[config.mk]
export PLATFORM = sky130hd
export DESIGN_NAME = dlpm_symbol_map
export DESIGN_NICKNAME = d
export VERILOG_FILES = /design/src/rtl/core/dlpm_pkg.sv /design/src/rtl/core/dlpm_symbol_map.sv
export SDC_FILE = /design/constraint.sdc
export NUM_CORES = 2
export LEC_CHECK = 0
export BUFFER_PORTS_ARGS = -buffer_cell sky130_fd_sc_hd__buf_2
export CORE_ASPECT_RATIO = 1.5
export CORE_MARGIN = 5
export CORE_UTILIZATION = 35
export CTS_CLUSTER_DIAMETER = 100
export CTS_CLUSTER_SIZE = 28
export DETAILED_ROUTE_END_ITERATION = 8
export GPL_ROUTABILITY_DRIVEN = 1
export PLACE_DENSITY = 0.59
export SLEW_MARGIN = 20
export SYNTH_ARGS = -nofsm -noshare
export SYNTH_HDL_FRONTEND = slang
export SYNTH_SLANG_ARGS = --single-unit
[constraint.sdc]
create_clock -name clock -period 4.29 [get_ports clock]
set_clock_uncertainty 0.1 [all_clocks]
set_input_delay 0.6435 -clock clock [delete_from_list [all_inputs] [get_ports clock]]
set_output_delay 0.6435 -clock clock [all_outputs]
set_load 0.01 [all_outputs]
[src/rtl/core/dlpm_pkg.sv]
// Shared types and constants of the automaton prefix matcher.
package dlpm_pkg;

   localparam int STATE_COUNT_DEF  = 64;
   localparam int SYMBOL_COUNT_DEF = 32;
   localparam int LENGTH_LIMIT_DEF = 65535;

   localparam int STATE_FIELD_W  = 6;
   localparam int SYMBOL_FIELD_W = 5;
   localparam int BYTE_W         = 8;
   localparam int BYTE_COUNT     = 256;
   localparam int LENGTH_OUT_W   = 16;

   localparam logic [LENGTH_OUT_W-1:0] MATCH_LENGTH_MAX = 16'hFFFF;

   localparam int RSP_FIFO_DEPTH = 8;

   typedef enum logic [1:0] {
      MODE_TRANS  = 2'd0,
      MODE_MAP    = 2'd1,
      MODE_ACCEPT = 2'd2,
      MODE_TEXT   = 2'd3
   } mode_type;

   typedef struct packed {
      mode_type                  mode;
      logic [STATE_FIELD_W-1:0]  state_index;
      logic [SYMBOL_FIELD_W-1:0] symbol_class;
      logic [STATE_FIELD_W-1:0]  target_state;
      logic [BYTE_W-1:0]         byte_value;
      logic                      flag_value;
      logic                      last_byte;
   } req_type;

   typedef struct packed {
      logic                    found;
      logic [LENGTH_OUT_W-1:0] match_length;
      logic                    whole_accepted;
      logic                    hit_unknown_byte;
   } rsp_type;

   // Text byte after the symbol map lookup.
   typedef struct packed {
      logic text;
      logic last;
      logic mapped;
   } text_ctl_type;

   // Text byte after the state step, handed to the scoring stage.
   typedef struct packed {
      logic text;
      logic last;
      logic at_start;
      logic stopped_before;
      logic stopped_after;
   } walk_ctl_type;

endpackage

[src/rtl/core/dlpm_symbol_map.sv]
// Byte-to-symbol map memory with per-byte valid bits; first pipeline stage.
module dlpm_symbol_map #(
   parameter int SYMBOL_COUNT = dlpm_pkg::SYMBOL_COUNT_DEF,
   localparam int SYM_W = (SYMBOL_COUNT > 1) ? $clog2(SYMBOL_COUNT) : 1
) (
   input  logic                   clock,
   input  logic                   reset,
   input  logic                   req_accept,
   input  dlpm_pkg::req_type      req,
   output dlpm_pkg::text_ctl_type s1_ctl,
   output logic [SYM_W-1:0]       s1_sym
);
   import dlpm_pkg::*;

   logic [SYM_W-1:0]      map_mem [BYTE_COUNT];
   logic [BYTE_COUNT-1:0] valid_ff, valid_in;
   logic [SYM_W-1:0]      sym_ff;
   text_ctl_type          ctl_ff, ctl_in;
   logic [31:0]           class_ext;
   logic                  map_write;

   always_comb begin
      class_ext = 32'(req.symbol_class);
      map_write = req_accept && (req.mode == MODE_MAP) && (class_ext < SYMBOL_COUNT);
      valid_in = valid_ff;
      if (map_write) begin
         valid_in[req.byte_value] = req.flag_value;
      end
      ctl_in.text   = req_accept && (req.mode == MODE_TEXT);
      ctl_in.last   = req.last_byte;
      ctl_in.mapped = valid_ff[req.byte_value];
   end

   always_ff @(posedge clock) begin
      if (reset) begin
         valid_ff <= '0;
         ctl_ff   <= '0;
      end else begin
         valid_ff <= valid_in;
         ctl_ff   <= ctl_in;
      end
   end

   always_ff @(posedge clock) begin
      if (map_write) begin
         map_mem[req.byte_value] <= class_ext[SYM_W-1:0];
      end
      sym_ff <= map_mem[req.byte_value];
   end

   assign s1_ctl = ctl_ff;
   assign s1_sym = sym_ff;

endmodule

==> results by group <==
Status
  – Status: finished, final reports clean

Cells and area
  – Final core occ: 0.386
  – Layout cells sized above 1: 0.217
  – Filler Cells Inserted: 16000
  – Final net count: 3590
  – Final Instance Area: 67400 µm²
  – Cell Count, Final, Fillers Out: 5893
  – P&R area growth vs syn: 9.84%

Clock tree
  – Post_cts resized: 0
  – Post-CTS Setup Inserts: 0
  – Root Buffer: clkbuf_16
  – Clk_lat worst skew: 0.70 ns
  – H-tree depth: 3
  – Clock-pin slew on the worst setup and hold paths: 0.11 ns
  – CTS Sinks: 1544
  – Inserted Clock Buffers: 66
  – CTS Hold Buffers Added: 0
  – CTS tree: built
  – Longest Clk Path Bufs: 3

Floorplanning
  – Boundary Pins: 40
  – # rows: 188
  – Core area: 175000 µm²
  – Initial core utilization: 0.351
  – Die area: 184000 µm²
  – Die H: 523 µm
  – Die Wd: 352 µm

GRT
  – Initial antenna violation count: 1
  – Vias in the first global route: 33100
  – Gr usage total: 0.175
  – Grt met2 use: 0.313
  – Total gr overflow: 0
  – Met1 Use GR: 0.213
  – M3 GR Usage: 0.0212
  – GRT Max-Usage Layer: met2
  – Largest net degree at the start of global routing: 141
  – First-pass GRT wire length: 236000 µm

Routing
  – Via-per-instance ratio: 5.48
  – Initial DRC count: 3406
  – DRC viols: 0
  – Routed vias: 32300
  – Drt total wl: 162000 µm
  – Antenna Violating Nets Remaining: 0
  – WL/cell: 27.5 µm
  – DRT Pass-1 Iters: 5

Power
  – Leak: 20.2 nW
  – Max VDD drop: 0.223 mV
  – PwrDens: 379 nW/µm²

Hold path
  – Hold path cells: 2
  – Hold_sp: req[0]
  – Hold path endpoint: s1_ctl[1]
  – HP Class: in2reg

Critical path
  – Crit Path Category: in2reg
  – Worst r2r dst: s1_sym[3]
  – CP Max Fanout: 30
  – Startpoint Class: primary input
  – R2r setup slk: 1.59 ns
  – FF-to-FF path depth: 5
  – Critical Path AT: 3.59 ns
  – Nature of the critical path endpoint: flip-flop
  – WP data required: 4.77 ns
  – Reg-to-Reg Start: map_mem[40][3]

Yosys
  – Post-synth EDFFs: 1280
  – Post-Syn Area: 61300 µm²
  – Count of state elements after synthesis: 1544
  – Post-synthesis sequential area ratio: 0.713
  – Ys flop type: edfxtp_1
  – Library cells used by synthesis: 45
  – Syn Area/Cell: 17.5 µm²
  – Async set-reset flop share out of synthesis: 0
  – Synth warn: 0
  – Syn_nets: 3534
  – Cells after Synth: 3502

STA
  – Worst-margin pin slew: 1.12 ns
  – RSZ-0062 raised after global routing: no
  – Pins Over Slew Limit: 0
  – Setup TNS: 0 ns
  – Final setup viols: 0
  – Fin crit share: 0.725
  – Rel. slew slack: 0.254
  – Final hold violations: 0
  – Min Tclk post-route: 3.11 ns
  – Max Fclk: 321 MHz

Place
  – Gpl congestion: 0.861
  – I/O Buffers: 27
  – Placement Cell Area: 65400 µm²
  – HPWL Detailed: 106000 µm
  – Cell total after placement: 5770

Job
  – Max Cap Viol: 0
[cells in the final DEF (no fill, tap or decap), types with 4 or more instances in the layout]
master / instances
clkbuf_16: 69
o21ai_0: 199
buf_4: 183
nand3_1: 15
mux2_2: 8
o221ai_1: 4
nand2b_1: 6
nor2b_1: 8
mux2i_1: 123
buf_2: 15
nand3_2: 4
o211ai_1: 8
dfxtp_1: 264
o22ai_1: 4
a21oi_1: 210
nand2_2: 9
nand2_1: 225
clkbuf_8: 6
nor2_1: 349
inv_1: 6
a221oi_1: 10
clkbuf_1: 46
nor3_1: 7
buf_12: 37
a22oi_1: 27
edfxtp_1: 1280
mux4_2: 442
[synth_stat cells (3+ instances only)]
cell type  count  share of area
buf_6          8         0.0015
nand3_1       19         0.0016
mux2i_1      123          0.020
o221ai_1       4        0.00057
o22ai_1        4        0.00041
o211ai_1       8        0.00098
inv_1          6        0.00037
a211oi_1       3        0.00037
o21ai_0      199          0.016
and3_1         3        0.00031
nor2_1       350          0.021
buf_2         44         0.0036
nand2b_1       6        0.00061
mux4_2       442           0.16
o22a_1         3        0.00043
nor3_1         7        0.00057
buf_1         27         0.0017
a21oi_1      210          0.017
nor2b_1        8        0.00082
a221oi_1      10         0.0014
nand2_1      234          0.014
edfxtp_1    1280           0.63
buf_4         25         0.0031
mux2_2         8         0.0015
clkbuf_1     153         0.0094
dfxtp_1      264          0.086
a22oi_1       27         0.0033
[registers in the layout, summed over array words and instances (netlist names)]
signal / flops
valid_ff: 256
s1_sym: 5
s1_ctl: 3
map_mem: 1280
[per-layer routing]
layer	wire length, µm	up-vias
met5	0	-
met4	7410	0
met3	7850	245
met2	85900	962
met1	60700	17200
li1	-	13900
[worst max-delay path by stage]
| stage | to | from | cells past startpoint |
|---|---|---|---|
| finish | s1_sym[1] | req[2] | 7 |
| global route | valid_ff[201] | req[2] | 9 |
| global placement | s1_sym[1] | req[2] | 7 |
| floorplan | s1_sym[2] | req[2] | 9 |
| detailed placement | s1_sym[0] | req[2] | 8 |
| CTS | s1_sym[0] | req[2] | 8 |
[metrics by stage]
step,hold WS [ns],worst slack [ns],total power [W]
after global routing,0.0757,1.04,0.0263
after CTS,0.0237,1.21,0.0257
after floorplan,0.351,1.14,0.0174
after global placement,0.356,0.430,0.0182
final,0.0930,1.18,0.0255
after detailed placement,0.365,0.430,0.0182
[report_power, final]
group / leakage [nW] / switching [W] / internal, W
Sequential: 13.6 / 0.0000150 / 0.0162
Clock: 0.939 / 0.00458 / 0.00311
Combinational: 5.65 / 0.00101 / 0.000590
[area by class of cell]
type | instances | area [µm²] | area share
clock inverters | 5 | 73.8 | 0.00110
diodes | 3 | 7.51 | 0.000111
repair buffers | 245 | 2330 | 0.0346
multi-input cells | 1695 | 16500 | 0.244
well taps | 2280 | 2850 | 0.0423
inverters | 6 | 22.5 | 0.000334
flip-flops and latches | 1544 | 43700 | 0.649
clock buffers | 115 | 1900 | 0.0282
[kinds of logic after synthesis]
group,Yosys count,share of synthesized area
compound gates,483,0.0430
buf+inv,263,0.0195
flops,1544,0.713
mux,573,0.184
simple gates,639,0.0409
[worst max-delay path, stage by stage]
cell and delay [ns]:
buf_8 0.39, buf_12 0.32, mux4_2 0.55, mux4_2 0.49, o211ai_1 0.45, a21oi_1 0.11, or4_1 0.53
Note: power is estimated with default switching activity, not from simulation.
