--- config.mk ---
export PLATFORM = sky130hd
export DESIGN_NAME = dlpm_rsp_fifo
export DESIGN_NICKNAME = d
export VERILOG_FILES = /design/src/rtl/core/dlpm_pkg.sv /design/src/rtl/core/dlpm_rsp_fifo.sv
export SDC_FILE = /design/constraint.sdc
export NUM_CORES = 1
export LEC_CHECK = 0
export ABC_AREA = 1
export BUFFER_PORTS_ARGS = -buffer_cell sky130_fd_sc_hd__buf_4
export CORE_MARGIN = 5
export CORE_UTILIZATION = 45
export DETAILED_ROUTE_END_ITERATION = 10
export PLACE_DENSITY = 0.72
export SETUP_SLACK_MARGIN = 0.2
export SLEW_MARGIN = 20
export SYNTH_ARGS = -nofsm -noshare
export SYNTH_HDL_FRONTEND = slang
export SYNTH_SLANG_ARGS = --single-unit
--- constraint.sdc ---
create_clock -name clock -period 2.2 [get_ports clock]
set_clock_uncertainty 0.15 [all_clocks]
set_input_delay 0.33 -clock clock [delete_from_list [all_inputs] [get_ports clock]]
set_output_delay 0.33 -clock clock [all_outputs]
set_load 0.01 [all_outputs]
--- src/rtl/core/dlpm_pkg.sv ---
// Shared types and constants of the automaton prefix matcher.
package dlpm_pkg;

   localparam int STATE_COUNT_DEF  = 64;
   localparam int SYMBOL_COUNT_DEF = 32;
   localparam int LENGTH_LIMIT_DEF = 65535;

   localparam int STATE_FIELD_W  = 6;
   localparam int SYMBOL_FIELD_W = 5;
   localparam int BYTE_W         = 8;
   localparam int BYTE_COUNT     = 256;
   localparam int LENGTH_OUT_W   = 16;

   localparam logic [LENGTH_OUT_W-1:0] MATCH_LENGTH_MAX = 16'hFFFF;

   localparam int RSP_FIFO_DEPTH = 8;

   typedef enum logic [1:0] {
      MODE_TRANS  = 2'd0,
      MODE_MAP    = 2'd1,
      MODE_ACCEPT = 2'd2,
      MODE_TEXT   = 2'd3
   } mode_type;

   typedef struct packed {
      mode_type                  mode;
      logic [STATE_FIELD_W-1:0]  state_index;
      logic [SYMBOL_FIELD_W-1:0] symbol_class;
      logic [STATE_FIELD_W-1:0]  target_state;
      logic [BYTE_W-1:0]         byte_value;
      logic                      flag_value;
      logic                      last_byte;
   } req_type;

   typedef struct packed {
      logic                    found;
      logic [LENGTH_OUT_W-1:0] match_length;
      logic                    whole_accepted;
      logic                    hit_unknown_byte;
   } rsp_type;

   // Text byte after the symbol map lookup.
   typedef struct packed {
      logic text;
      logic last;
      logic mapped;
   } text_ctl_type;

   // Text byte after the state step, handed to the scoring stage.
   typedef struct packed {
      logic text;
      logic last;
      logic at_start;
      logic stopped_before;
      logic stopped_after;
   } walk_ctl_type;

endpackage

--- src/rtl/core/dlpm_rsp_fifo.sv ---
// Result queue that decouples the matcher pipeline from the result stall.
module dlpm_rsp_fifo #(
   parameter int DEPTH = dlpm_pkg::RSP_FIFO_DEPTH,
   localparam int PTR_W = (DEPTH > 1) ? $clog2(DEPTH) : 1,
   localparam int CNT_W = $clog2(DEPTH + 1)
) (
   input  logic              clock,
   input  logic              reset,
   input  logic              push,
   input  dlpm_pkg::rsp_type push_data,
   input  logic              pop,
   output logic              out_valid,
   output dlpm_pkg::rsp_type out_data,
   output logic [CNT_W-1:0]  count
);
   import dlpm_pkg::*;

   rsp_type          entry_mem [DEPTH];
   logic [PTR_W-1:0] wr_ptr_ff, wr_ptr_in;
   logic [PTR_W-1:0] rd_ptr_ff, rd_ptr_in;
   logic [CNT_W-1:0] count_ff, count_in;
   logic             do_pop;

   always_comb begin
      do_pop    = pop && (count_ff != '0);
      wr_ptr_in = wr_ptr_ff;
      rd_ptr_in = rd_ptr_ff;
      if (push) begin
         wr_ptr_in = (wr_ptr_ff == PTR_W'(DEPTH - 1)) ? '0 : wr_ptr_ff + 1'b1;
      end
      if (do_pop) begin
         rd_ptr_in = (rd_ptr_ff == PTR_W'(DEPTH - 1)) ? '0 : rd_ptr_ff + 1'b1;
      end
      count_in = count_ff + CNT_W'(push) - CNT_W'(do_pop);
   end

   always_ff @(posedge clock) begin
      if (reset) begin
         wr_ptr_ff <= '0;
         rd_ptr_ff <= '0;
         count_ff  <= '0;
      end else begin
         wr_ptr_ff <= wr_ptr_in;
         rd_ptr_ff <= rd_ptr_in;
         count_ff  <= count_in;
      end
   end

   always_ff @(posedge clock) begin
      if (push) begin
         entry_mem[wr_ptr_ff] <= push_data;
      end
   end

   assign out_valid = (count_ff != '0);
   assign out_data  = entry_mem[rd_ptr_ff];
   assign count     = count_ff;

endmodule

==> results of run 1 <==
-- final cells by class --
| cell class | count | area [µm²] |
|---|---|---|
| inverters | 170 | 646 |
| repair buffers | 99 | 1110 |
| clock inverters | 11 | 231 |
| fillers | 1283 | 6620 |
| multi-input cells | 388 | 1740 |
| well taps | 216 | 270 |
| flip-flops and latches | 165 | 4830 |
| clock buffers | 19 | 433 |
-- through the flow --
stage	instances	total power, mW	hold WS (ns)	cell area, µm²	setup WS, ns
3_5_place_dp	1001	6.10	0.339	7940	0.229
3_3_place_gp	1001	6.06	0.331	7940	0.286
5_1_grt	1068	10.5	0.0669	9260	0.00242
2_1_floorplan	751	5.23	0.249	7310	0.264
4_1_cts	1062	9.83	0.0424	9080	0.107
6_report	1068	10.0	0.0553	9260	0.0595
-- state kept, by name, indices dropped and copies added, names as in the netlist, named ones only --
signal / cells
wr_ptr_ff: 3
count: 4
rd_ptr_ff: 3
entry_mem: 152
-- cells by family after synthesis --
group / after synthesis
DFF: 165
and+or+nand+nor: 370
AOI/OAI and AO/OA: 8
buffers and inverters: 198
xor gates and xnor gates: 1
adders and majority gates: 9
-- per-layer routing --
layer / routed length (µm) / vias to the layer above / part of all wire (%) / GRT usage, %
met2: 8560 / 173 / 51 / 30.8
met5: 0 / - / 0 / 0
met3: 994 / 45 / 5.9 / 4.35
met4: 555 / 0 / 3.3 / 9.04
met1: 6690 / 2356 / 40 / 21.2
li1: - / 2510 / - / -
-- how the worst min path moves through the flow --
stage / start / endpoint / slack (ns) / depth (start not counted)
floorplan: reset / wr_ptr_ff[1] / 0.25 / 1
global placement: wr_ptr_ff[0] / wr_ptr_ff[0] / 0.33 / 2
detailed placement: wr_ptr_ff[0] / wr_ptr_ff[0] / 0.34 / 2
CTS: push / wr_ptr_ff[0] / 0.04 / 3
global route: push / wr_ptr_ff[0] / 0.07 / 3
finish: push / wr_ptr_ff[0] / 0.06 / 3
-- synth_stat cells, types with 4 or more instances --
master | number | area share, %
a21oi_1 | 6 | 0.41
buf_2 | 13 | 0.89
buf_4 | 4 | 0.41
buf_6 | 6 | 0.92
clkbuf_1 | 5 | 0.26
dfxtp_1 | 13 | 3.6
edfxtp_1 | 152 | 62
ha_1 | 8 | 1.4
inv_1 | 168 | 8.6
nand2_1 | 266 | 14
nand3_1 | 80 | 5.5
nor2_1 | 22 | 1.1
-- worst min-delay path: cells and delay by family --
kind            cells  cell delay (ns)
buf+inv             1             0.13
compound gates      1             0.05
simple gates        1             0.06
-- power breakdown --
part	internal, mW	switching (mW)	leakage, nW
Sequential	3.57	0.0853	1.49
Clock	2.22	1.10	0.320
Combinational	1.37	1.67	2.45
Total	7.17	2.86	4.26
-- repair_timing --
| action | in CTS | in global routing |
|---|---|---|
| pin swaps | 8 | 6 |
| cloned | 6 | 6 |
| hold buffers | 20 | 0 |
| gates resized for setup | 22 | 11 |
| buffers inserted | 5 | 0 |
| endpoints found under the hold margin | 156 | 0 |
| endpoints found under the setup margin | 19 | 21 |
==> results.cfg, run 1 <==
[clock_tree]
h-tree-depth = 4
tritoncts = done
clock_latency_ns = 0.42
path_clk_slew_ns = 0.06
cts_root_buf = clkbuf_16
cts_sinks = 165
cts_buffer_depth = 2
cts_made_buffers = 17

[route]
wl_um = 16800
vias = 5084
detail_route.iter0.violations = 358
detail_route.vias_per_cell = 4.76
drc = 0
ant_nets = 0
drt-pass1-iter-count = 4
wl_per_cell_um = 15.7

[sta]
relSlewSlack_pct = 75.4
hold_viol_final = 0
setup_viol = 0
fin_crit_ns = 2.14
max_freq_mhz = 467
tns_ns = 0
finalCritPeriodShare_pct = 97.3
tightest_slew_ns = 0.369
drv_slew = 0
rsz0062_at_grt = true

[synthesis]
synth-main-ff-cell = edfxtp_1
avgSynthCellArea_um2 = 9.73
synthArstFlopShare_pct = 0
syn_nets = 783
synth_fa_ha_area_share_pct = 1.64
synth_top_family_by_area = simple AND/OR/NAND/NOR gates
synth_xor_xnor_area_share_pct = 0.120
syn_area_mm2 = 0.00731
ys_seq_area_share_pct = 66.0
ys.warnings.count = 0
synthSimpleGateAreaFrac_pct = 20.5
muxShareOfSynthArea_pct = 0
synthCells = 751
synth_edf_count = 152
synth-compound-area-share_pct = 0.548
synth_cell_types = 19
ys_ff_latch = 165

[worst_setup_path]
crit_fanout = 5
crit_path_end = out_data[7]
path_class = flop to primary output
r2r_start = count[2]
r2r-end = count[2]
crit_family = simple AND/OR/NAND/NOR gates
path_cells = buf_6 > buf_12 > nand2_1 > nand3_1 > nand2_1 > nand2_1 > nand2_2 > buf_6
timing.critical_path.depth = 8
worst_setup_path_start_kind = flop
rrSetupSlack_ns = 0.33
end_kind = primary output
max_stage_delay_ns = 0.38
required_ns = 1.72
worst_path_most_repeated_cell = nand2_1
slowest_stage = dfxtp_4
cp_num_buf_inv = 3
cp.arrival_ns = 1.66
ff2ff_path_depth = 9

[finish]
area_growth_pct = 26.8
most-common-layout-cells = 257 x nand2_1, 168 x inv_1, 152 x edfxtp_1
nNetsFinal = 873
drive_gt1_share_pct = 15.5
antenna_cells = 0
utilization_pct = 58.3
final_common_cell = nand2_1

[place]
numPortBuffers = 46
dp_hpwl_um = 7940
place_congestion = 0.782

[global_routing]
grt_max_degree = 39
overflow = 0
antenna_found_initial = 0
grt_pass1_vias = 4910
track_usage_pct = 18.0
grt_pass1_wl_um = 25200

[power]
p_leak_nw = 4.26
vdd_drop_max_v = 0.000634
powerDensity_mw_per_mm2 = 1080

[floorplanning]
dieArea_mm2 = 0.0189
dieHeight_um = 137
start_util_pct = 46.0
dieWidth_um = 137
ioPinCount = 47
std_cell_rows = 46
core_area_mm2 = 0.0159

[run_status]
status = complete, no violations

[flow_run]
max_cap_violations = 0

[hold_path]
hold_path_class = primary input to flop
Power figures use the tool's default switching activity.
==> run 2: changes to the inputs <==
--- a/config.mk
+++ b/config.mk
@@ -6,11 +6,11 @@
 export NUM_CORES = 1
 export LEC_CHECK = 0
 export ABC_AREA = 1
-export BUFFER_PORTS_ARGS = -buffer_cell sky130_fd_sc_hd__buf_4
+export BUFFER_PORTS_ARGS = -buffer_cell sky130_fd_sc_hd__buf_2
 export CORE_MARGIN = 5
 export CORE_UTILIZATION = 45
 export DETAILED_ROUTE_END_ITERATION = 10
-export PLACE_DENSITY = 0.72
+export PLACE_DENSITY = 0.68
 export SETUP_SLACK_MARGIN = 0.2
 export SLEW_MARGIN = 20
 export SYNTH_ARGS = -nofsm -noshare
==> run 2 against run 1 <==
  * Clock power fell by 13%
  * Flip-flop and latch count did not move
  * Sequential power barely moved
  * Power fell by 7.3%
  * Critical path depth did not move
  * Final cell count fell by 1.5%
  * Register-to-register slack barely moved
  * Critical path type unchanged
  * Largest cell class unchanged
  * Highest routed layer is now met5
==> results.cfg, run 2 (synthesized netlist as in run 1, its figures left out) <==
[sta]
relSlewSlack_pct = 75.0
drv_slew = 0
tightest_slew_ns = 0.376
hold_viol_final = 0
layout_setup_ws_ns = 0.133
setup_viol = 0
finalCritPeriodShare_pct = 94.0
tns_ns = 0
rsz0062_at_grt = true
fin_hold_ws_ns = 0.0295
max_freq_mhz = 484
fin_crit_ns = 2.07

[floorplanning]
ioPinCount = 47
start_util_pct = 46.0
dieHeight_um = 137
dieWidth_um = 137
std_cell_rows = 46
core_area_mm2 = 0.0159
dieArea_mm2 = 0.0189

[finish]
area_growth_pct = 20.8
antenna_cells = 0
most-common-layout-cells = 251 x nand2_1, 167 x inv_1, 152 x edfxtp_1
nNetsFinal = 855
largest_reg_flops = 152
fillers = 1361
drive_gt1_share_pct = 18.2
finalInstanceArea_mm2 = 0.00883
final_common_cell = nand2_1
largest-register = entry_mem

[global_routing]
grt_pass1_wl_um = 23800
overflow = 0
track_usage_pct = 16.9
antenna_found_initial = 2
grt_max_degree = 30
grt_pass1_vias = 4626

[worst_setup_path]
worst_path_most_repeated_cell = nand2_1
path_class = flop to primary output
crit_family = buffers and inverters
end_kind = primary output
crit_fanout = 7
path_cells = buf_12 > clkbuf_16 > nand2_2 > nand3_2 > nand2_1 > nand2_1 > nand2_1 > buf_2
max_stage_delay_ns = 0.43
cp.arrival_ns = 1.59
worst_setup_path_start_kind = flop
slowest_stage = dfxtp_4
required_ns = 1.72
cp_num_buf_inv = 3

[route]
ant_nets = 0
drc = 0
detail_route.vias_per_cell = 4.73
wl_per_cell_um = 14.9
vias = 4975
drt-pass1-iter-count = 5
wl_um = 15700
detail_route.iter0.violations = 489

[clock_tree]
cts_sinks = 165
cts_root_buf = clkbuf_16
tritoncts = done
clock_latency_ns = 0.43
h-tree-depth = 4
cts_buffer_depth = 2
path_clk_slew_ns = 0.06
cts_made_buffers = 17

[flow_run]
max_cap_violations = 0

[power]
p_leak_nw = 4.09
vdd_drop_max_v = 0.000685
powerDensity_mw_per_mm2 = 1050
fin_total_pwr_mw = 9.29

[hold_path]
hold_path_class = primary input to flop

[place]
place_congestion = 0.776
numPortBuffers = 46
dpl-instance-area_mm2 = 0.00786
pre_cts_ws_ns = 0.184
dp_hpwl_um = 8530

[run_status]
status = complete, no violations
## run 2: worst paths after layout
| path | depth (start not counted) | slack [ns] | startpoint | endpoint |
|---|---|---|---|---|
| worst max-delay path | 8 | 0.13 | flop | out_data[16] |
| worst min-delay path | 1 | 0.03 | push_data[3] | entry_mem[0][3] |
| worst min register to register | 2 | 0.35 | wr_ptr_ff[0] | wr_ptr_ff[0] |
| worst max register to register | 9 | 0.33 | count[2] | count[1] |
## run 2: repair_timing
action,in CTS,in global routing
pin swaps,0,17
hold buffers,1,0
buffers inserted,4,0
setup endpoints to repair,18,21
cloned,4,3
gates resized for setup,20,30
hold endpoints to repair,4,0
## run 2: cell type report
class	instances	area [µm²]	area share, %
inverters	170	648	7.34
well taps	216	270	3.06
multi-input cells	388	1790	20.2
clock buffers	17	425	4.82
flip-flops and latches	165	4830	54.7
repair buffers	81	712	8.06
clock inverters	15	158	1.79
## run 2: through the flow
step,util [%],cells
final,55.6,1052
after global routing,55.6,1052
after floorplan,-,751
after CTS,54.5,1049
after detailed placement,49.5,1008
after global placement,49.5,1008
## run 2: per-layer routing
layer	GRT usage, %	part of all wire, %
met1	21.5	43
met2	28.2	50
met3	4.27	5.8
met4	5.49	1.3
met5	0	0.17
## run 2: report_power, final
| group | switching, mW | internal (mW) | total (mW) | leakage (nW) |
|---|---|---|---|---|
| clock network | 1.21 | 1.68 | 2.88 | 0.276 |
| logic | 1.62 | 1.13 | 2.75 | 2.32 |
| registers | 0.0844 | 3.57 | 3.66 | 1.49 |
| total | 2.91 | 6.38 | 9.29 | 4.09 |
