<file path="src/rtl/core/dlpm_pkg.sv">
// Shared types and constants of the automaton prefix matcher.
package dlpm_pkg;

   localparam int STATE_COUNT_DEF  = 64;
   localparam int SYMBOL_COUNT_DEF = 32;
   localparam int LENGTH_LIMIT_DEF = 65535;

   localparam int STATE_FIELD_W  = 6;
   localparam int SYMBOL_FIELD_W = 5;
   localparam int BYTE_W         = 8;
   localparam int BYTE_COUNT     = 256;
   localparam int LENGTH_OUT_W   = 16;

   localparam logic [LENGTH_OUT_W-1:0] MATCH_LENGTH_MAX = 16'hFFFF;

   localparam int RSP_FIFO_DEPTH = 8;

   typedef enum logic [1:0] {
      MODE_TRANS  = 2'd0,
      MODE_MAP    = 2'd1,
      MODE_ACCEPT = 2'd2,
      MODE_TEXT   = 2'd3
   } mode_type;

   typedef struct packed {
      mode_type                  mode;
      logic [STATE_FIELD_W-1:0]  state_index;
      logic [SYMBOL_FIELD_W-1:0] symbol_class;
      logic [STATE_FIELD_W-1:0]  target_state;
      logic [BYTE_W-1:0]         byte_value;
      logic                      flag_value;
      logic                      last_byte;
   } req_type;

   typedef struct packed {
      logic                    found;
      logic [LENGTH_OUT_W-1:0] match_length;
      logic                    whole_accepted;
      logic                    hit_unknown_byte;
   } rsp_type;

   // Text byte after the symbol map lookup.
   typedef struct packed {
      logic text;
      logic last;
      logic mapped;
   } text_ctl_type;

   // Text byte after the state step, handed to the scoring stage.
   typedef struct packed {
      logic text;
      logic last;
      logic at_start;
      logic stopped_before;
      logic stopped_after;
   } walk_ctl_type;

endpackage

</file>
<file path="src/rtl/core/dlpm_scorer.sv">
// Accepting-flag memory, longest-prefix bookkeeping and result formation.
module dlpm_scorer #(
   parameter int STATE_COUNT  = dlpm_pkg::STATE_COUNT_DEF,
   parameter int LENGTH_LIMIT = dlpm_pkg::LENGTH_LIMIT_DEF,
   localparam int STATE_W = $clog2(STATE_COUNT),
   localparam int POS_W   = $clog2(LENGTH_LIMIT + 1)
) (
   input  logic                   clock,
   input  logic                   reset,
   input  logic                   req_accept,
   input  dlpm_pkg::req_type      req,
   input  dlpm_pkg::walk_ctl_type s2_ctl,
   input  logic [POS_W-1:0]       s2_pos_before,
   input  logic [POS_W-1:0]       s2_pos_after,
   input  logic [STATE_W-1:0]     look_addr,
   input  logic [STATE_W-1:0]     final_addr,
   output logic                   clear_busy,
   output logic                   s3_last,
   output logic                   rsp_push,
   output dlpm_pkg::rsp_type      rsp_data
);
   import dlpm_pkg::*;

   logic               acc_mem [STATE_COUNT];
   logic               look_rd_ff, final_rd_ff;

   logic               clear_busy_ff, clear_busy_in;
   logic [STATE_W-1:0] clear_idx_ff, clear_idx_in;
   logic               acc_wr_en_ff, acc_wr_en_in;
   logic [STATE_W-1:0] acc_wr_addr_ff, acc_wr_addr_in;
   logic               acc_wr_flag_ff, acc_wr_flag_in;
   logic               found_ff, found_in;
   logic [POS_W-1:0]   best_ff, best_in;
   logic               s3_valid_ff, s3_valid_in;
   logic               s3_stopped_ff, s3_stopped_in;
   logic [POS_W-1:0]   s3_pos_ff, s3_pos_in;

   logic [31:0]        st_ext, best_ext;
   logic               found_base, hit, whole;
   logic [POS_W-1:0]   best_base, best_final;

   always_comb begin
      clear_busy_in = clear_busy_ff && (clear_idx_ff != STATE_W'(STATE_COUNT - 1));
      clear_idx_in  = clear_idx_ff + 1'b1;

      // Flag writes pass through a register before they land, so the end-of-string
      // lookup never sees a write from a later transaction.
      st_ext         = 32'(req.state_index);
      acc_wr_en_in   = req_accept && (req.mode == MODE_ACCEPT) && (st_ext < STATE_COUNT);
      acc_wr_addr_in = st_ext[STATE_W-1:0];
      acc_wr_flag_in = req.flag_value;

      found_base = !s2_ctl.at_start && found_ff;
      best_base  = s2_ctl.at_start ? '0 : best_ff;
      hit        = s2_ctl.text && !s2_ctl.stopped_before && look_rd_ff;
      found_in   = s2_ctl.text ? (found_base || hit) : found_ff;
      best_in    = s2_ctl.text ? (hit ? s2_pos_before : best_base) : best_ff;

      s3_valid_in   = s2_ctl.text && s2_ctl.last;
      s3_stopped_in = s2_ctl.stopped_after;
      s3_pos_in     = s2_pos_after;

      // found_ff and best_ff still hold this string's totals here.
      whole      = s3_valid_ff && !s3_stopped_ff && final_rd_ff;
      best_final = whole ? s3_pos_ff : best_ff;
      best_ext   = 32'(best_final);

      rsp_data.found            = found_ff || whole;
      rsp_data.match_length     = (best_ext > 32'(MATCH_LENGTH_MAX)) ? MATCH_LENGTH_MAX
                                                                     : best_ext[LENGTH_OUT_W-1:0];
      rsp_data.whole_accepted   = whole;
      rsp_data.hit_unknown_byte = s3_stopped_ff;
   end

   always_ff @(posedge clock) begin
      if (reset) begin
         clear_busy_ff <= 1'b1;
         clear_idx_ff  <= '0;
         acc_wr_en_ff  <= 1'b0;
         found_ff      <= 1'b0;
         best_ff       <= '0;
         s3_valid_ff   <= 1'b0;
      end else begin
         clear_busy_ff <= clear_busy_in;
         clear_idx_ff  <= clear_idx_in;
         acc_wr_en_ff  <= acc_wr_en_in;
         found_ff      <= found_in;
         best_ff       <= best_in;
         s3_valid_ff   <= s3_valid_in;
      end
   end

   always_ff @(posedge clock) begin
      acc_wr_addr_ff <= acc_wr_addr_in;
      acc_wr_flag_ff <= acc_wr_flag_in;
      s3_stopped_ff  <= s3_stopped_in;
      s3_pos_ff      <= s3_pos_in;
   end

   always_ff @(posedge clock) begin
      if (clear_busy_ff) begin
         acc_mem[clear_idx_ff] <= 1'b0;
      end else if (acc_wr_en_ff) begin
         acc_mem[acc_wr_addr_ff] <= acc_wr_flag_ff;
      end
      look_rd_ff  <= acc_mem[look_addr];
      final_rd_ff <= acc_mem[final_addr];
   end

   assign clear_busy = clear_busy_ff;
   assign s3_last    = s3_valid_ff;
   assign rsp_push   = s3_valid_ff;

endmodule

</file>
<file path="config.mk">
export PLATFORM = sky130hd
export DESIGN_NAME = dlpm_scorer
export DESIGN_NICKNAME = d
export VERILOG_FILES = /design/src/rtl/core/dlpm_pkg.sv /design/src/rtl/core/dlpm_scorer.sv
export SDC_FILE = /design/constraint.sdc
export NUM_CORES = 1
export LEC_CHECK = 0
export BUFFER_PORTS_ARGS = -buffer_cell sky130_fd_sc_hd__buf_2
export CORE_MARGIN = 2
export CORE_UTILIZATION = 50
export CTS_BUF_LIST = sky130_fd_sc_hd__clkbuf_4 sky130_fd_sc_hd__clkbuf_8
export CTS_CLUSTER_DIAMETER = 80
export CTS_CLUSTER_SIZE = 20
export DETAILED_ROUTE_END_ITERATION = 6
export MAX_ROUTING_LAYER = met4
export PLACE_DENSITY = 0.8
export SLEW_MARGIN = 20
export SYNTH_ARGS = -nofsm -noshare
export SYNTH_HDL_FRONTEND = slang
export SYNTH_SLANG_ARGS = --single-unit
</file>
<file path="constraint.sdc">
create_clock -name clock -period 4.6 [get_ports clock]
set_clock_uncertainty 0.1 [all_clocks]
set_input_delay 0.23 -clock clock [delete_from_list [all_inputs] [get_ports clock]]
set_output_delay 0.23 -clock clock [all_outputs]
set_load 0.005 [all_outputs]
</file>
==> flow_summary_export.csv, run 1 <==
group,metric,value,unit
synthesis,ys_warn_count,0,
power_and_ir_drop,peakVddDrop,0.000219,V
global_route,track_usage,25.2,%
final_layout,final_cell_mix,"89 x nor2_1, 82 x buf_2, 75 x nand2_1, 64 x edfxtp_1, 52 x dfxtp_1",
synthesis,synth_cells,438,
route,dr.pass1.iters,5,
cts,clock-sinks,116,
cts,clk_latency,430,ps
power_and_ir_drop,p_leak,2.35,nW
cts,cts_buffers,17,
synthesis,synth-seq-cells,116,
synthesis,synth_edf_count,64,
run_status,status,"complete, no violations",
die,die_w,106,µm
cts,root_buffer,"clkbuf_8",
final_layout,final_common_cell,"nor2_1",
global_route,grt_overflow_total,0,
global_route,grt_pass1_vias,4254,
sta,maxSlewViolCount,0,
die,ios,103,
sta,period_needed,2920,ps
route,ant_nets,0,
synthesis,syn-cell-area,5230,µm²
worst_setup_path,cp_max_fo,18,
cts,cts_resized,0,
final_layout,drive_gt1_share,23.6,%
placed_design,dp_hpwl,7910,µm
sta,worst_slew_pin_slew,797,ps
synthesis,seq_area_frac_synth,56.7,%
route,drt_iter0_markers,377,
placed_design,place_congestion,0.857,
global_route,antenna_found_initial,0,
worst_setup_path,critPathKind,"reg2out",
sta,fin_crit_sh,63.5,%
worst_setup_path,start_kind,"register",
die,core-area,10200,µm²
route,vias_per_cell,5.78,
route,wl_per_cell,18.4,µm
power_and_ir_drop,p_per_area,341,nW/µm²
sta,setup_violations,0,
cts,cts_htree_levels,4,
final_layout,n_antenna_cell,0,
global_route,grt_pass1_wl,20900,µm
worst_hold_path,hold_path.class,"in2reg",
sta,rsz0062_at_grt,"no",
sta,fin_setup_tns,0,ps
route,drc,0,
run,cap_violations,0,
cts,clk_pin_slew,70,ps
worst_setup_path,arrival,2590,ps
route,wl,13100,µm
route,vias,4113,
synthesis,async_reset_ff_share,0,%
sta,fmax,343,MHz
synthesis,ys.flop_type,"edfxtp_1",
synthesis,avgSynthCellArea,11.9,µm²
worst_setup_path,cp_data_required_time,4270,ps
synthesis,synth_fp_nets,520,
die,dieArea,11300,µm²
final_layout,syn_to_final_growth,25.1,%
global_route,grt_max_degree,65,
placed_design,portBuffers,82,
final_layout,nets,645,
die,rows,37,
worst_setup_path,cp-end-kind,"output port",
sta,slew_headroom,46.7,%
die,fp.dieH,106,µm
die,start_util,51.1,%
cts,clock_path_buffers,2,
final_layout,fin_util,63.9,%
sta,hold_violations,0,
cts,tritoncts,"built",
synthesis,ys_types,45,
## critical path, cell delays in order (launching register included)
cell      delay [ps]
dfxtp_1          330
nand3b_1         600
clkinv_1         670
nand2_1          290
nand2_1          120
buf_2            140
## metal layers
layer | global-route usage [%] | wire length, µm
met5 | - | 0
met4 | 13.5 | 599
met3 | 7.23 | 827
met2 | 42.1 | 6830
met1 | 27.3 | 4870
## area by class of cell
cell class                      count  area, µm²
Fill cell                         721       3690
Clock buffer                       20        256
Clock inverter                     12        138
Inverter                            4       15.0
Sequential cell                   116       2960
Timing Repair Buffer              130        888
Tap cell                          136        170
Multi-Input combinational cell    294       2110
## report_power, final
group / internal (W) / switching, W / leakage [nW]
combinational: 0.0000890 / 0.0000890 / 1.25
clock: 0.000544 / 0.000387 / 0.201
sequential: 0.00111 / 0.0000137 / 0.894
total: 0.00174 / 0.000490 / 2.35
## what timing repair did
item | in CTS | in global routing
hold endpoints to repair | 44 | 0
buffers inserted | 0 | 0
hold buffers | 47 | 0
## cells by family after synthesis
family / count (synthesis) / share of synthesized area [%]
buffers and inverters: 28 / 3.07
xor gates and xnor gates: 3 / 0.503
AOI/OAI and AO/OA: 46 / 6.08
muxes: 48 / 17.7
DFF: 116 / 56.7
and+or+nand+nor: 196 / 15.7
adders and majority gates: 1 / 0.239
## cells in the mapped netlist, types with 2 or more instances
cell type / instances / area share [%]
nand2b_1: 7 / 0.84
clkbuf_1: 12 / 0.86
nand3_1: 7 / 0.67
a22oi_1: 18 / 2.6
o22ai_1: 2 / 0.24
buf_4: 4 / 0.57
nor2_1: 89 / 6.4
nand3b_1: 4 / 0.57
o21ai_0: 6 / 0.57
nand2_1: 75 / 5.4
mux4_1: 12 / 6.0
a311oi_1: 2 / 0.34
xor2_1: 2 / 0.34
mux4_2: 20 / 8.6
buf_2: 2 / 0.19
o31ai_1: 3 / 0.43
nor2b_1: 4 / 0.48
a21oi_1: 6 / 0.57
edfxtp_1: 64 / 37
or3_1: 4 / 0.48
inv_1: 3 / 0.22
mux2i_1: 15 / 2.9
buf_1: 2 / 0.14
o21a_1: 3 / 0.43
dfxtp_1: 52 / 20
## flip-flops by register name, summed over array words and instances (netlist names)
signal and flops:
final_rd_ff 1, acc_wr_flag_ff 1, found_ff 1, acc_wr_en_ff 1, look_rd_ff 1, s3_pos_ff 16
clear_busy 1, s3_stopped_ff 1, best_ff 16, acc_wr_addr_ff 6, clear_idx_ff 6, acc_mem 64
rsp_push 1
## final timing paths
kind | start | endpoint | slack, ps | cells after the start
setup / recovery | rsp_push | rsp_data[17] | 1680 | 5
hold / removal | s2_ctl[2] | found_ff | 80 | 4
setup reg to reg | acc_mem[33] | final_rd_ff | 2200 | 6
hold reg to reg | clear_idx_ff[0] | clear_idx_ff[0] | 410 | 1
## stage by stage
stage / total power, W / worst slack, ps / area, µm² / hold WS, ps / std cells
after floorplan: 0.00123 / 2410 / 5230 / 158 / 438
after global placement: 0.00128 / 2400 / 5670 / 232 / 633
after detailed placement: 0.00128 / 2360 / 5670 / 234 / 633
after CTS: 0.00223 / 1910 / 6530 / 44.0 / 712
after global routing: 0.00229 / 1500 / 6540 / 107 / 712
final: 0.00223 / 1680 / 6540 / 83.3 / 712
Power figures use the tool's default switching activity.
==> run 2, diff against run 1 <==
==> constraint.sdc (replaced) <==
create_clock -name clock -period 2.7 [get_ports clock]
set_clock_uncertainty 0.1 [all_clocks]
set_input_delay 0.135 -clock clock [delete_from_list [all_inputs] [get_ports clock]]
set_output_delay 0.135 -clock clock [all_outputs]
set_load 0.005 [all_outputs]
==> flow_summary_export.csv, run 2 (synthesized netlist as in run 1, its figures left out) <==
group,metric,value,unit
sta,setup_violations,0,
die,core-area,10200,µm²
global_route,grt_pass1_vias,4094,
placed_design,portBuffers,82,
run_status,status,"complete, no violations",
die,dieArea,11300,µm²
die,start_util,51.1,%
die,rows,37,
final_layout,reg.largest.list,"acc_mem (64), best_ff (16), s3_pos_ff (16)",
sta,fmax,423,MHz
route,drt_iter0_markers,313,
route,wl,13000,µm
sta,worst_slew_pin_slew,776,ps
cts,cts_setup_buffers,0,
sta,hold_violations,0,
cts,root_buffer,"clkbuf_8",
worst_setup_path,start_kind,"register",
worst_setup_path,cp-end-kind,"register",
power_and_ir_drop,peakVddDrop,0.000356,V
die,ios,103,
worst_setup_path,critPathKind,"reg2reg",
cts,cts_htree_levels,4,
cts,clock-sinks,116,
route,vias_per_cell,5.68,
final_layout,drive_gt1_share,24.1,%
final_layout,final_cell_mix,"89 x nor2_1, 82 x buf_2, 75 x nand2_1, 64 x edfxtp_1, 52 x dfxtp_1",
global_route,antenna_found_initial,1,
global_route,grt_max_degree,65,
sta,slew_headroom,48.3,%
global_route,grt_pass1_wl,20300,µm
route,drc,0,
cts,tritoncts,"built",
power_and_ir_drop,p_leak,2.39,nW
sta,fin_crit_sh,87.6,%
global_route,track_usage,24.7,%
worst_setup_path,cp_data_required_time,2930,ps
final_layout,nets,649,
worst_hold_path,hold_path.class,"in2reg",
sta,rsz0062_at_grt,"no",
placed_design,dp_hpwl,7930,µm
run,cap_violations,0,
final_layout,syn_to_final_growth,26.2,%
placed_design,place_congestion,0.826,
final_layout,largest_register_ffs,64,
final_layout,final_common_cell,"nor2_1",
cts,clk_pin_slew,70,ps
cts,cts_buffers,17,
sta,maxSlewViolCount,0,
route,wl_per_cell,18.1,µm
sta,period_needed,2360,ps
worst_setup_path,cp_max_fo,2,
final_layout,top_register,"acc_mem",
cts,clk_latency,440,ps
die,die_w,106,µm
sta,fin_setup_tns,0,ps
route,ant_nets,0,
worst_setup_path,arrival,2600,ps
cts,clock_path_buffers,2,
final_layout,fin_util,64.5,%
final_layout,fin_cells,717,
die,fp.dieH,106,µm
placed_design,post-place-cells,635,
power_and_ir_drop,p_per_area,592,nW/µm²
route,vias,4069,
final_layout,fillers,736,
route,dr.pass1.iters,5,
global_route,grt_overflow_total,0,
## run 2: metal layers
layer  wire length, µm  global-route usage (%)
met5                 0                       -
met2              6780                    40.9
met4               434                    13.3
met1              4970                    28.1
met3               825                    5.40
## run 2: path summary, 6_finish.rpt
kind	startpoint	endpoint	slack [ps]	cells past startpoint
max reg2reg	acc_mem[24]	final_rd_ff	340	6
max	acc_mem[24]	final_rd_ff	340	6
min reg2reg	clear_idx_ff[0]	clear_idx_ff[0]	390	1
min	reset	best_ff[4]	50	2
## run 2: final cells by class
cell class                 instances  area (µm²)  area share, %
sequential                       116        2960           44.9
multi-input combinational        294        2110           31.9
timing repair buffer             134         923           14.0
clock buffer                      20         269           4.08
tap                              136         170           2.58
clock inverter                    12         148           2.24
inverter                           4        15.0          0.228
antenna                            1        2.50         0.0379
## run 2: what timing repair did
item / CTS / global route
hold endpoints to repair: 45 / 0
gates resized for setup: 0 / 0
hold buffers: 49 / 0
## run 2: power by group
part           internal, W  switching [W]
Clock             0.000974       0.000715
Sequential         0.00188      0.0000245
Combinational     0.000154       0.000150
## run 2: worst max-delay path, cell delays in order, from the launching register on
cell and delay, ps:
edfxtp_1 400, mux4_1 520, mux2i_1 170, mux2i_1 140, a311oi_1 290, o31ai_1 100
dlygate4sd3_1 560
## run 2: metrics by stage
step | hold WS (ps) | power [W] | setup slack (ps) | area (µm²)
after detailed placement | 139 | 0.00218 | 569 | 5680
after global placement | 137 | 0.00217 | 642 | 5680
after floorplan | 62.7 | 0.00209 | 508 | 5230
after global routing | 54.1 | 0.00400 | 189 | 6600
final | 48.5 | 0.00390 | 335 | 6600
after CTS | 12.2 | 0.00390 | 332 | 6590
==> run 3, diff against run 2 <==
--- a/config.mk
+++ b/config.mk
@@ -8,7 +8,6 @@
 export BUFFER_PORTS_ARGS = -buffer_cell sky130_fd_sc_hd__buf_2
 export CORE_MARGIN = 2
 export CORE_UTILIZATION = 50
-export CTS_BUF_LIST = sky130_fd_sc_hd__clkbuf_4 sky130_fd_sc_hd__clkbuf_8
 export CTS_CLUSTER_DIAMETER = 80
 export CTS_CLUSTER_SIZE = 20
 export DETAILED_ROUTE_END_ITERATION = 6
==> flow_summary_export.csv, run 3 (synthesized netlist as in run 1, its figures left out) <==
group,metric,value,unit
run_status,status,"complete, no violations",
final_layout,postLayoutCellArea,6820,µm²
sta,worst_slew_pin_slew,738,ps
worst_setup_path,cp_data_required_time,3020,ps
worst_hold_path,min_from,"look_addr[3]",
route,detail_route.wirelength.met1,5130,µm
sta,fmax,406,MHz
placed_design,place_congestion,0.826,
worst_setup_path,critPathLaunch,"acc_mem[9]",
placed_design,post-place-cells,635,
die,start_util,51.1,%
power_and_ir_drop,p_per_area,644,nW/µm²
die,core-area,10200,µm²
final_layout,fin_cells,722,
power_and_ir_drop,p_leak,2.50,nW
die,die_w,106,µm
cts,clk_pin_slew,60,ps
final_layout,largest_register_ffs,64,
global_route,track_usage,26.4,%
worst_setup_path,worstReg2RegEnd,"final_rd_ff",
final_layout,final_cell_mix,"89 x nor2_1, 82 x buf_2, 75 x nand2_1, 64 x edfxtp_1, 55 x dlygate4sd3_1",
worst_setup_path,cp-end-kind,"register",
sta,fin_crit_sh,91.2,%
route,dr.pass1.iters,5,
sta,hold_violations,0,
route,drt_iter0_markers,377,
route,top_layer,"met4",
final_layout,syn_to_final_growth,30.5,%
final_layout,top_register,"acc_mem",
worst_setup_path,r2r_cells,6,
cts,root_buffer,"clkbuf_8",
route,dr_wl_met3,1020,µm
route,drc,0,
placed_design,portBuffers,82,
cts,clock_path_buffers,2,
placed_design,dpl_cell_area,5680,µm²
route,wl_met2,7000,µm
die,dieArea,11300,µm²
final_layout,final_common_cell,"nor2_1",
cts,clock-sinks,116,
sta,period_needed,2460,ps
sta,maxSlewViolCount,0,
worst_setup_path,arrival,2780,ps
placed_design,dp_slack,569,ps
route,vias,4143,
cts,cts_buffers,17,
global_route,grt_max_degree,65,
final_layout,reg.largest.list,"acc_mem (64), best_ff (16), s3_pos_ff (16)",
power_and_ir_drop,peakVddDrop,0.000504,V
die,rows,37,
global_route,grt_pass1_vias,4162,
run,cap_violations,0,
worst_setup_path,cp_max_fo,2,
sta,slew_headroom,50.8,%
route,ant_nets,0,
worst_setup_path,critPathKind,"reg2reg",
worst_setup_path,timing.reg2reg.setup_slack,240,ps
route,vias_per_cell,5.74,
worst_setup_path,start_kind,"register",
cts,tritoncts,"built",
worst_hold_path,hold_depth,3,
final_layout,nets,655,
final_layout,drive_gt1_share,23.9,%
route,wl_per_cell,19.0,µm
cts,cts_htree_levels,4,
final_layout,n_antenna_cell,0,
die,fp.dieH,106,µm
worst_setup_path,r2r_start,"acc_mem[9]",
worst_hold_path,worstHoldEndpoint,"look_rd_ff",
cts,cts_setup_buffers,0,
sta,rsz0062_at_grt,"no",
global_route,grt_pass1_wl,21400,µm
final_layout,fin_util,66.7,%
placed_design,dp_hpwl,7930,µm
global_route,grt_overflow_total,0,
worst_hold_path,hold_path.class,"in2reg",
sta,fin_setup_tns,0,ps
global_route,antenna_found_initial,0,
sta,setup_slack,238,ps
route,wl,13700,µm
sta,setup_violations,0,
die,ios,103,
cts,clk_latency,530,ps
==> run 3: changes by cell type in the layout (fill, tap and decap cells not counted), sizes merged <==
cell,previous run,this run
dlygate4sd3,49,55
bufinv,3,0
clkbuf,20,23
diode,1,0
==> run 3: stage by stage <==
step                hold slack (ps)  power, W
floorplan                      62.7   0.00209
global placement                137   0.00217
detailed placement              139   0.00218
CTS                            14.1   0.00437
global route                   16.1   0.00449
finish                         50.9   0.00439
==> run 3: layer usage <==
metal	track usage, %	vias up
met4	14.1	0
met5	-	-
met2	42.8	227
met1	30.9	1992
met3	6.01	60
li1	-	1864
==> run 3: worst max-delay path by stage <==
| stage | end | slack (ps) | cells past startpoint |
|---|---|---|---|
| floorplan | acc_mem[0] | 510 | 3 |
| global placement | acc_mem[48] | 640 | 5 |
| detailed placement | best_ff[9] | 570 | 4 |
| CTS | best_ff[4] | 20 | 5 |
| global route | best_ff[4] | 140 | 5 |
| finish | final_rd_ff | 240 | 6 |
==> run 3: cell type report <==
cell class | instances | area (µm²)
clock buffers | 23 | 524
well taps | 136 | 170
repair buffers | 140 | 983
multi-input cells | 294 | 2110
clock inverters | 9 | 57.6
inverters | 4 | 15.0
flip-flops and latches | 116 | 2960
fillers | 701 | 3410
==> run 3: where the power goes <==
group	total, W	switching [W]	internal [W]
registers	0.00191	0.0000251	0.00189
clock network	0.00217	0.000813	0.00135
logic	0.000310	0.000152	0.000158
==> run 3: critical path, stage by stage (launching register included) <==
cell and delay (ps):
edfxtp_1 420, mux4_1 570, mux2i_1 170, mux2i_1 150
a311oi_1 290, o31ai_1 100, dlygate4sd3_1 560
==> run 3: timing repair <==
action | CTS | global route
hold endpoints to repair | 51 | 0
resized for setup | 0 | 0
hold buffers | 55 | 0
